[config.mk]
export PLATFORM = sky130hd
export DESIGN_NAME = mist_ram
export DESIGN_NICKNAME = d
export VERILOG_FILES = /design/src/design/mist_ram.sv
export SDC_FILE = /design/constraint.sdc
export NUM_CORES = 2
export LEC_CHECK = 0
export BUFFER_PORTS_ARGS = -buffer_cell sky130_fd_sc_hd__buf_4
export CAP_MARGIN = 5
export CORE_UTILIZATION = 50
export CTS_CLUSTER_DIAMETER = 80
export DETAILED_ROUTE_END_ITERATION = 8
export PLACE_DENSITY_LB_ADDON = 0.12
export SLEW_MARGIN = 20
export SYNTH_ARGS = -nofsm -noshare
export SYNTH_HDL_FRONTEND = slang
export SYNTH_SLANG_ARGS = --single-unit
[constraint.sdc]
create_clock -name clock -period 4.2 [get_ports clock]
set_clock_uncertainty 0.1 [all_clocks]
set_input_delay 0 -clock clock [delete_from_list [all_inputs] [get_ports clock]]
set_output_delay 0 -clock clock [all_outputs]
set_load 0.02 [all_outputs]
[src/design/mist_ram.sv]
// mist_ram: generic single write port, single read port ram with registered read data
// depends on: nothing
`timescale 1ns / 1ps
`default_nettype none
module mist_ram #(
   parameter int WIDTH = 32,
   parameter int DEPTH = 128
) (
   input  logic                     clock,
   input  logic                     we,
   input  logic [$clog2(DEPTH)-1:0] waddr,
   input  logic [WIDTH-1:0]         wdata,
   input  logic [$clog2(DEPTH)-1:0] raddr,
   output logic [WIDTH-1:0]         rdata
);

   logic [WIDTH-1:0] mem_ff [DEPTH];
   logic [WIDTH-1:0] rdata_ff;

   // write port and registered read
   always_ff @(posedge clock) begin
      if (we) begin
         mem_ff[waddr] <= wdata;
      end
      rdata_ff <= mem_ff[raddr];
   end

   assign rdata = rdata_ff;

endmodule
`default_nettype wire

==> impl_metrics.toml <==
[global_route]
grt_use_total_pct = 27.6
grt_overflow = 0
grt_pass1_wl_um = 593000
grt_pass1_vias = 72400
antenna_found_initial = 57
grt_max_degree = 98

[worst_setup_path]
slowest_stage = "dlygate4sd3_1"
reg2reg_from = "mem_ff[87][9]$_DFFE_PP_"
worstSetupStartpoint = "waddr[1]"
crit_cells = 8
arrival_ns = 3.47
crit_buf_inv = 5
r2r_slack_ns = 1.45
worstPathMaxFanout = 32
path_common_cell = "buf_4"
cp_cell_sequence = "dlygate4sd3_1 > buf_4 > nor2b_1 > dlygate4sd3_1 > nand3_2 > buf_4 > nor2_4 > buf_4"
critPathTopFamily = "buffers and inverters"
cpPeakStageDelay_ns = 0.65
crit_path_start_kind = "input port"
cp.required_ns = 4.67
worstReg2RegEnd = "rdata[9]$_DFF_P_"
crit_end = "mem_ff[11][21]$_DFFE_PP_"
worstSetupEndpointType = "flip-flop"
path_class = "input port to flip-flop"
reg2regPathDepth = 4

[sta]
relSlewSlack_pct = 21.9
fin_tns_setup_ns = 0
grt_setup_unrepaired = "false"
hold_ws_ns = 0.0661
period_share_pct = 71.5
worst_pin_slew_ns = 1.17
fmax_mhz = 333
report.final.slew_viol_count = 0
hold_viol_final = 0
fin_crit_ns = 3.00
setup_viol = 0

[floorplanning]
core-area_um2 = 310000
pin_count = 80
die-area_um2 = 315000
rows = 204
dieWidth_um = 561
die_y_um = 561
start_util_pct = 50.4

[routing]
route.vias.total = 71900
first_pass_iters = 5
drc = 0
totalWireLength_um = 430000
drt_iter0_drc = 10400
wl_per_cell_um = 38.8
ant_nets = 0
via_per_inst = 6.49

[clock_network]
cts.path.max_buffers = 4
cts.sink_count = 4128
cts_buffers = 418
cts_tree = "yes"
cts_max_level = 5
cts_setup_buffers = 0
post_cts_resize_count = 0
clk_pin_slew_ns = 0.06
insertion_delay_ns = 0.96
cts-root-buf = "clkbuf_16"
hold_buffers = 51

[placement]
hpwlAfterDp_um = 245000
gp_congestion = 0.831
portBuffers = 79
dpl_cell_area_um2 = 165000

[logic_synthesis]
ys_seq_elements = 4128
seq_area_frac_synth_pct = 79.1
ys_types = 17
avgSynthCellArea_um2 = 26.1
yosysTopAreaCell = "edfxtp_1"
syn_nets = 6038
netlist_instances = 5990
mappedNetlistArea_um2 = 156000
synth_top_area_share_pct = 78.7
synth_area_leaders = "edfxtp_1, mux4_2, clkbuf_1, dfxtp_1, nor2_1"
ys_warn_count = 0

[finish]
final_layout_size_suffix_gt1_share_pct = 36.6
area_growth_pct = 14.8
design_area_um2 = 179000
nets = 6634

[hold_path]
hold_class = "input port to flip-flop"

[pwr]
p_per_area_nw_per_um2 = 486
vdd_ir_drop_max_v = 0.000363
power.leakage_uw = 0.0553

[run_status]
status = "completed"

[run]
drv_cap = 0
-- sequential cells by signal (all words and copies together) (netlist names) --
name / count
mem_ff: 4096
rdata: 32
-- per-layer routing --
metal  vias to the layer above  track usage, %  routed length [um]
li1                      27700               -                   -
met1                     40100            41.1              174000
met2                      3534            42.1              200000
met3                       555            5.33               42000
met4                        16            8.37               13600
met5                         -               0                  91
-- kinds of logic (layout without fill, tap and decap cells) --
logic type             Yosys count  in the layout  share of synthesized area [%]
other                            0             17                              0
flip-flops                    4128           4128                           79.1
buffers and inverters          316           1257                          0.839
multiplexers                  1376           1376                           19.6
AND/OR/NAND/NOR                170            170                          0.446
-- area by class of cell --
class,instances,area [um2]
diodes,17,42.5
clock buffers,533,11100
clock inverters,232,2340
fillers,21900,130000
multi-input cells,1546,32300
flip-flops and latches,4128,124000
well taps,4120,5150
repair buffers,492,4800
-- cell usage after synthesis --
| library cell | n |
|---|---|
| edfxtp_1 | 4096 |
| mux4_2 | 1344 |
| clkbuf_1 | 182 |
| nor2_1 | 122 |
| buf_2 | 79 |
| buf_1 | 50 |
| dfxtp_1 | 32 |
| mux2_2 | 32 |
| nand2_1 | 14 |
| nand3_1 | 12 |
| nor3_1 | 9 |
| nor2b_1 | 7 |
| buf_4 | 3 |
| nand4_1 | 3 |
| buf_6 | 2 |
| nand2b_1 | 2 |
| or3_1 | 1 |
-- layout by cell type (no fill, tap or decap), types with 3 or more instances in the layout --
cell           instances
edfxtp_1            4096
nand4_1                3
bufinv_16             41
nand3_2                4
clkbuf_1              98
buf_4                359
buf_12                72
nand2_1               11
dfxtp_1               32
mux2_2                32
nor2b_1                7
inv_6                  8
diode_2               17
clkinv_1              82
nor2_1                 3
buf_6                  4
clkinv_8               5
mux4_2              1344
clkinv_2              74
nor2_4               119
buf_8                  3
clkbuf_8              10
nand3_1                8
dlygate4sd3_1         52
clkinvlp_4            13
nor3_2                 9
inv_16                 7
clkbuf_16            425
nand2_2                3
-- worst min-delay path by stage --
stage,startpoint,endpoint,slack (ns),cells past startpoint
2_1_floorplan,wdata[0],mem_ff[0][0]$_DFFE_PP_,-0.001,0
3_3_place_gp,wdata[24],mem_ff[64][24]$_DFFE_PP_,0.30,1
3_5_place_dp,wdata[24],mem_ff[64][24]$_DFFE_PP_,0.31,1
4_1_cts,wdata[14],mem_ff[111][14]$_DFFE_PP_,0.05,2
5_1_grt,wdata[8],mem_ff[38][8]$_DFFE_PP_,0.10,2
6_report,wdata[8],mem_ff[32][8]$_DFFE_PP_,0.07,2
-- through the flow --
step / setup slack [ns] / instances / util [%] / total power [uW]
global placement: 0.574 / 10200 / 53.4 / 51200
detailed placement: 0.573 / 10200 / 53.4 / 51300
finish: 1.20 / 11100 / 57.9 / 87200
CTS: 1.30 / 11000 / 57.9 / 87700
global route: 1.14 / 11100 / 57.9 / 89400
floorplan: 0.861 / 5990 / - / 48700
-- worst reg2reg max path, delay by kind of cell, from the launching register on --
kind / cells / cell delay [ns]
mux: 4 / 2.15
flops: 1 / 0.38
-- report_power, final --
part / internal (uW) / switching (uW) / leakage [uW]
combinational: 1810 / 2890 / 0.0116
sequential: 45500 / 253 / 0.0371
clock: 21300 / 15500 / 0.00658
Power figures use the tool's default switching activity.
