## src/design/mist_pkg.sv

```systemverilog
// mist_pkg: shared constants, opcodes, state and status types for the meter id slot table
// depends on: nothing
`timescale 1ns / 1ps
`default_nettype none
package mist_pkg;

   // default table depth
   localparam int ENTRIES_DEF = 128;

   // field widths
   localparam int OP_W    = 3;
   localparam int ID_W    = 32;
   localparam int IDX_W   = 7;
   localparam int SLOT_W  = 8;
   localparam int COUNT_W = 8;

   localparam logic [COUNT_W-1:0] COUNT_MAX = '1;

   // opcodes
   localparam logic [OP_W-1:0] OP_INSERT = 3'd0;
   localparam logic [OP_W-1:0] OP_REMOVE = 3'd1;
   localparam logic [OP_W-1:0] OP_FIND   = 3'd2;
   localparam logic [OP_W-1:0] OP_READ   = 3'd3;
   localparam logic [OP_W-1:0] OP_CLEAR  = 3'd4;

   // sequencer states
   typedef enum logic [1:0] {
      ST_IDLE,
      ST_SCAN,
      ST_READ
   } state_type;

   // report from the scan unit
   typedef struct packed {
      logic              done;
      logic              hit;
      logic [SLOT_W-1:0] slot;
   } scan_status_type;

endpackage
`default_nettype wire

```

## src/design/mist_scan.sv

```systemverilog
// mist_scan: slot scan unit, one address counter and one 32-bit comparator shared by insert and find
// depends on: mist_pkg; reads the id ram through the top level
`timescale 1ns / 1ps
`default_nettype none
module mist_scan #(
   parameter int ENTRIES = mist_pkg::ENTRIES_DEF
) (
   input  logic                          clock,
   input  logic                          reset,
   input  logic                          go,
   input  logic [mist_pkg::ID_W-1:0]     key,
   output logic [$clog2(ENTRIES)-1:0]    raddr,
   input  logic [mist_pkg::ID_W-1:0]     rdata,
   input  logic                          rvalid,
   output mist_pkg::scan_status_type     status
);
   import mist_pkg::*;

   localparam int AW = $clog2(ENTRIES);
   localparam logic [SLOT_W-1:0] LAST_SLOT = SLOT_W'(ENTRIES - 1);
   localparam logic [SLOT_W-1:0] NONE_SLOT = SLOT_W'(ENTRIES);

   logic              run_ff, run_in;
   logic              chk_ff, chk_in;
   logic [SLOT_W-1:0] cnt_ff, cnt_in;
   logic [SLOT_W-1:0] chk_slot_ff, chk_slot_in;
   logic [ID_W-1:0]   key_ff, key_in;
   logic [ID_W-1:0]   data_eff;
   logic              match;
   logic              at_last;

   // control registers
   always_ff @(posedge clock) begin
      if (reset) begin
         run_ff <= 1'b0;
         chk_ff <= 1'b0;
      end else begin
         run_ff <= run_in;
         chk_ff <= chk_in;
      end
   end

   // address and key registers
   always_ff @(posedge clock) begin
      cnt_ff      <= cnt_in;
      chk_slot_ff <= chk_slot_in;
      key_ff      <= key_in;
   end

   // compare the word read last cycle; an entry never written reads as empty
   always_comb begin
      data_eff      = rvalid ? rdata : '0;
      match         = chk_ff && (data_eff == key_ff);
      at_last       = chk_ff && (chk_slot_ff == LAST_SLOT);
      status.done   = match || at_last;
      status.hit    = match;
      status.slot   = match ? chk_slot_ff : NONE_SLOT;
   end

   assign raddr = cnt_ff[AW-1:0];

   // read one slot per cycle, compare it the next
   always_comb begin
      run_in      = run_ff;
      chk_in      = run_ff;
      cnt_in      = cnt_ff;
      chk_slot_in = cnt_ff;
      key_in      = key_ff;
      if (run_ff) begin
         cnt_in = cnt_ff + 1'b1;
         if (cnt_ff == LAST_SLOT) begin
            run_in = 1'b0;
         end
      end
      if (status.done) begin
         run_in = 1'b0;
         chk_in = 1'b0;
      end
      if (go) begin
         run_in = 1'b1;
         chk_in = 1'b0;
         cnt_in = '0;
         key_in = key;
      end
   end

endmodule
`default_nettype wire

```

## config.mk

```make
export PLATFORM = sky130hd
export DESIGN_NAME = mist_scan
export DESIGN_NICKNAME = d
export VERILOG_FILES = /design/src/design/mist_pkg.sv /design/src/design/mist_scan.sv
export SDC_FILE = /design/constraint.sdc
export NUM_CORES = 1
export LEC_CHECK = 0
export ABC_AREA = 1
export BUFFER_PORTS_ARGS = -buffer_cell sky130_fd_sc_hd__buf_2
export CAP_MARGIN = 0
export CORE_ASPECT_RATIO = 1.25
export CORE_MARGIN = 2
export CORE_UTILIZATION = 40
export DETAILED_ROUTE_END_ITERATION = 16
export PLACE_DENSITY_LB_ADDON = 0.3
export SYNTH_ARGS = -nofsm -noshare
export SYNTH_HDL_FRONTEND = slang
export SYNTH_SLANG_ARGS = --single-unit
```

## constraint.sdc

```tcl
create_clock -name clock -period 5.4 [get_ports clock]
set_input_delay 1.08 -clock clock [delete_from_list [all_inputs] [get_ports clock]]
set_output_delay 1.08 -clock clock [all_outputs]
set_load 0.01 [all_outputs]
```

==> key figures <==
Yosys
  • Syn Area/Cell: 8.01 sq um
  • Cells after synthesis: 331
  • Syn Nets: 400
  • Post-synth cell types: 27
  • Cell area after synthesis: 2650 sq um
  • Synth warnings: 0
  • Register area share after synthesis: 49.9%
  • Yosys reg bits: 50

GRT
  • GRT Residual Overflow: 0
  • Vias in the first global route: 2194
  • Total GRT Usage: 16.9%
  • First-pass GRT wire length: 9490 um
  • Initial antenna violation count: 0
  • Largest net degree at the start of global routing: 51

Detailed routing
  • DR WL/cell: around 12 um
  • DRC: 0
  • Via-to-Cell Ratio: 4.59
  • Vias: between 2000 and 2500
  • Final wirelength: 6090 um
  • DRT iter0 DRCs: 94
  • Post-DRT Antenna Nets: 0
  • Drt pass-1 iters: 4

Timing
  • Worst Clk Skew: about 2.3 ps
  • Tmin final: between 4000 and 5000 ps
  • Final setup violation count: 0
  • FMAX: 239 MHz
  • Hold Fails Final Rpt: 0
  • Fin. max-slew vios: 0
  • Slew margin rel.: 45.2%
  • RSZ-0062 raised after global routing: false
  • Final period util: between 70% and 80%
  • Hold WS: 368 ps
  • Setup TNS: 0 ps
  • Worst Tran Pin Value: 822 ps

Clock network
  • Clk sink count: 50
  • Number of setup buffers added after CTS: 0
  • H-tree lvl count: 2
  • PostCTS Resize Cnt: 0
  • CTS max path bufs: 2
  • Clock-pin slew of the registers on the worst-case setup and hold paths: around 90 ps
  • CTS buffer count: 5
  • CTS tree: done
  • Hold buffer count at CTS: 0
  • Clock Latency Late Sink: around 300 ps
  • Clk root buf: clkbuf_8

Power and ir drop
  • Worst ir drop on vdd: roughly 0.15 mV
  • Pleak: 1.54 nW
  • Pwr dens: about 250 nW/um^2

Die
  • Site Rows: 33
  • Initial Util: 40.9%
  • Die W: 76.8 um
  • I/O pin cnt: 85
  • Die area: about 7300 sq um
  • Die Height: 95 um
  • Core area: about 6500 sq um

Setup path
  • Buf+Inv Stages, Crit Path: 2
  • Critical Path, Cell by Cell: buf_2, nand2_1, xnor2_1, a21oi_1, nand4_1, nor3_2, nand3b_2, nor2_1, buf_2
  • Max incr delay on CP: 620 ps
  • R2r startpoint: chk_slot_in[1]
  • Register-to-register setup slack: 3820 ps
  • FF-to-FF path depth: 9
  • CP max stage cell: buf_2
  • Critical Path AT: 3110 ps
  • Worst EP required: 4320 ps
  • CP Capture Type: output port
  • Max FO, Critical Path: 50
  • Most used cell, CP: buf_2
  • Critical Path Start Type: input port
  • Cell family with most CP delay: simple AND/OR/NAND/NOR gates
  • Reg2Reg Capture Point: chk_slot_in[6]
  • CP Class: in -> out

Hold path
  • Worst hold stages: 0
  • Class of the worst hold path: reg -> reg
  • Hold wc startpoint: chk_slot_in[7]
  • Hold Path End: chk_slot_ff[7]

Run
  • MaxCap Viol Count: 0

Placed design
  • DPL Wire Length: 4760 um
  • Dpl cell area: about 3100 sq um
  • Dpl cells: between 400 and 500
  • PortBufs: 84
  • GPL Wtd Cong: 0.840

Finish
  • N_diodes: 0
  • Final Cell Area: about 3200 sq um
  • Share of layout cells above drive strength 1: about a quarter
  • Fin nets: between 400 and 500
  • Layout area overhead: 19.2%
  • Fin util: 48.7%
  • Finished Layout Cells: 496

Outcome
  • Status: finished, final reports clean
-- sequential cells by signal, indices dropped and copies added, names as in the netlist --
signal / cells
chk_ff: 1
run_ff: 1
chk_slot_in: 8
chk_slot_ff: 8
key_ff: 32
-- worst register-to-register path, cell delays in order (launching register included) --
cell	delay (ps)
dfxtp_1	400
ha_1	210
inv_1	70
nor3_1	210
nand2_1	100
inv_1	80
nand2_1	50
inv_1	90
a21oi_1	70
a211oi_1	210
-- worst max path at each step --
| stage | endpoint | depth (start not counted) | start |
|---|---|---|---|
| final | status[1] | 9 | rvalid |
| after floorplan | status[0] | 10 | rvalid |
| after CTS | status[1] | 9 | rvalid |
| after detailed placement | status[1] | 9 | rvalid |
| after global placement | status[1] | 9 | rvalid |
| after global routing | status[3] | 9 | rvalid |
-- routing by layer --
metal,part of all wire [%],GRT usage [%],wire length [um],vias up
li1,-,-,-,1207
met1,41,18.0,2490,992
met2,51,31.7,3120,69
met3,6.3,4.78,385,9
met4,1.5,6.21,93,0
met5,0,0,0,-
-- cells by family after synthesis --
family / count (synthesis) / share of synthesized area (%)
compound gates: 15 / 3.07
xor+xnor: 7 / 2.31
fa+ha+maj: 1 / 0.472
buf+inv: 55 / 10.5
flops: 50 / 49.9
simple gates: 203 / 33.8
-- where the power goes --
group	internal, mW	switching [mW]
Sequential	0.432	0.0124
Combinational	0.0491	0.0649
Clock	0.120	0.122
-- cell usage in the layout, fill, tap and decap left out --
cell type	instances
a211oi_1	1
a21oi_1	8
a41oi_1	1
and2_1	1
buf_2	84
clkbuf_1	1
clkbuf_16	1
clkbuf_8	5
dfxtp_1	18
edfxtp_1	32
ha_1	1
inv_1	41
inv_4	1
nand2_1	111
nand3_1	19
nand3_2	1
nand3b_1	4
nand3b_2	2
nand4_1	8
nor2_1	36
nor2_2	1
nor3_1	10
nor3_2	1
nor3b_1	1
nor3b_2	1
nor4_1	1
o21ai_0	4
o21ai_1	1
or2_2	6
xnor2_1	7
-- stage by stage --
stage	power [mW]	worst slack, ps
floorplan	0.523	2060
global placement	0.565	1360
detailed placement	0.567	1260
CTS	0.808	1230
global route	0.842	922
finish	0.801	1210
-- synthesized netlist by cell type --
| master | instances | share of area, % |
|---|---|---|
| and2_1 | 1 | 0.24 |
| nand3b_2 | 2 | 0.85 |
| nand2_1 | 111 | 16 |
| edfxtp_1 | 32 | 36 |
| nand3_1 | 19 | 3.6 |
| xnor2_1 | 7 | 2.3 |
| or2_2 | 6 | 1.4 |
| nor3_2 | 1 | 0.38 |
| nand3_2 | 1 | 0.38 |
| buf_4 | 9 | 2.5 |
| nand4_1 | 8 | 1.9 |
| a211oi_1 | 1 | 0.28 |
| inv_1 | 41 | 5.8 |
| nor4_1 | 1 | 0.24 |
| nor2_2 | 1 | 0.24 |
| nor3b_2 | 1 | 0.47 |
| nor3b_1 | 1 | 0.28 |
| buf_6 | 5 | 2.1 |
| nor2_1 | 36 | 5.1 |
| dfxtp_1 | 18 | 14 |
| a21oi_1 | 8 | 1.5 |
| nand3b_1 | 4 | 1.1 |
| nor3_1 | 10 | 1.9 |
| a41oi_1 | 1 | 0.33 |
| ha_1 | 1 | 0.47 |
| o21ai_0 | 4 | 0.76 |
| o21ai_1 | 1 | 0.19 |
-- layout make-up --
| class | instances | area [sq um] |
|---|---|---|
| multi-input cells | 226 | 1050 |
| clock inverters | 1 | 6.26 |
| repair buffers | 84 | 420 |
| inverters | 41 | 154 |
| well taps | 87 | 109 |
| fillers | 680 | 3320 |
| clock buffers | 7 | 97.6 |
| flip-flops and latches | 50 | 1320 |
Note: power is estimated with default switching activity, not from simulation.
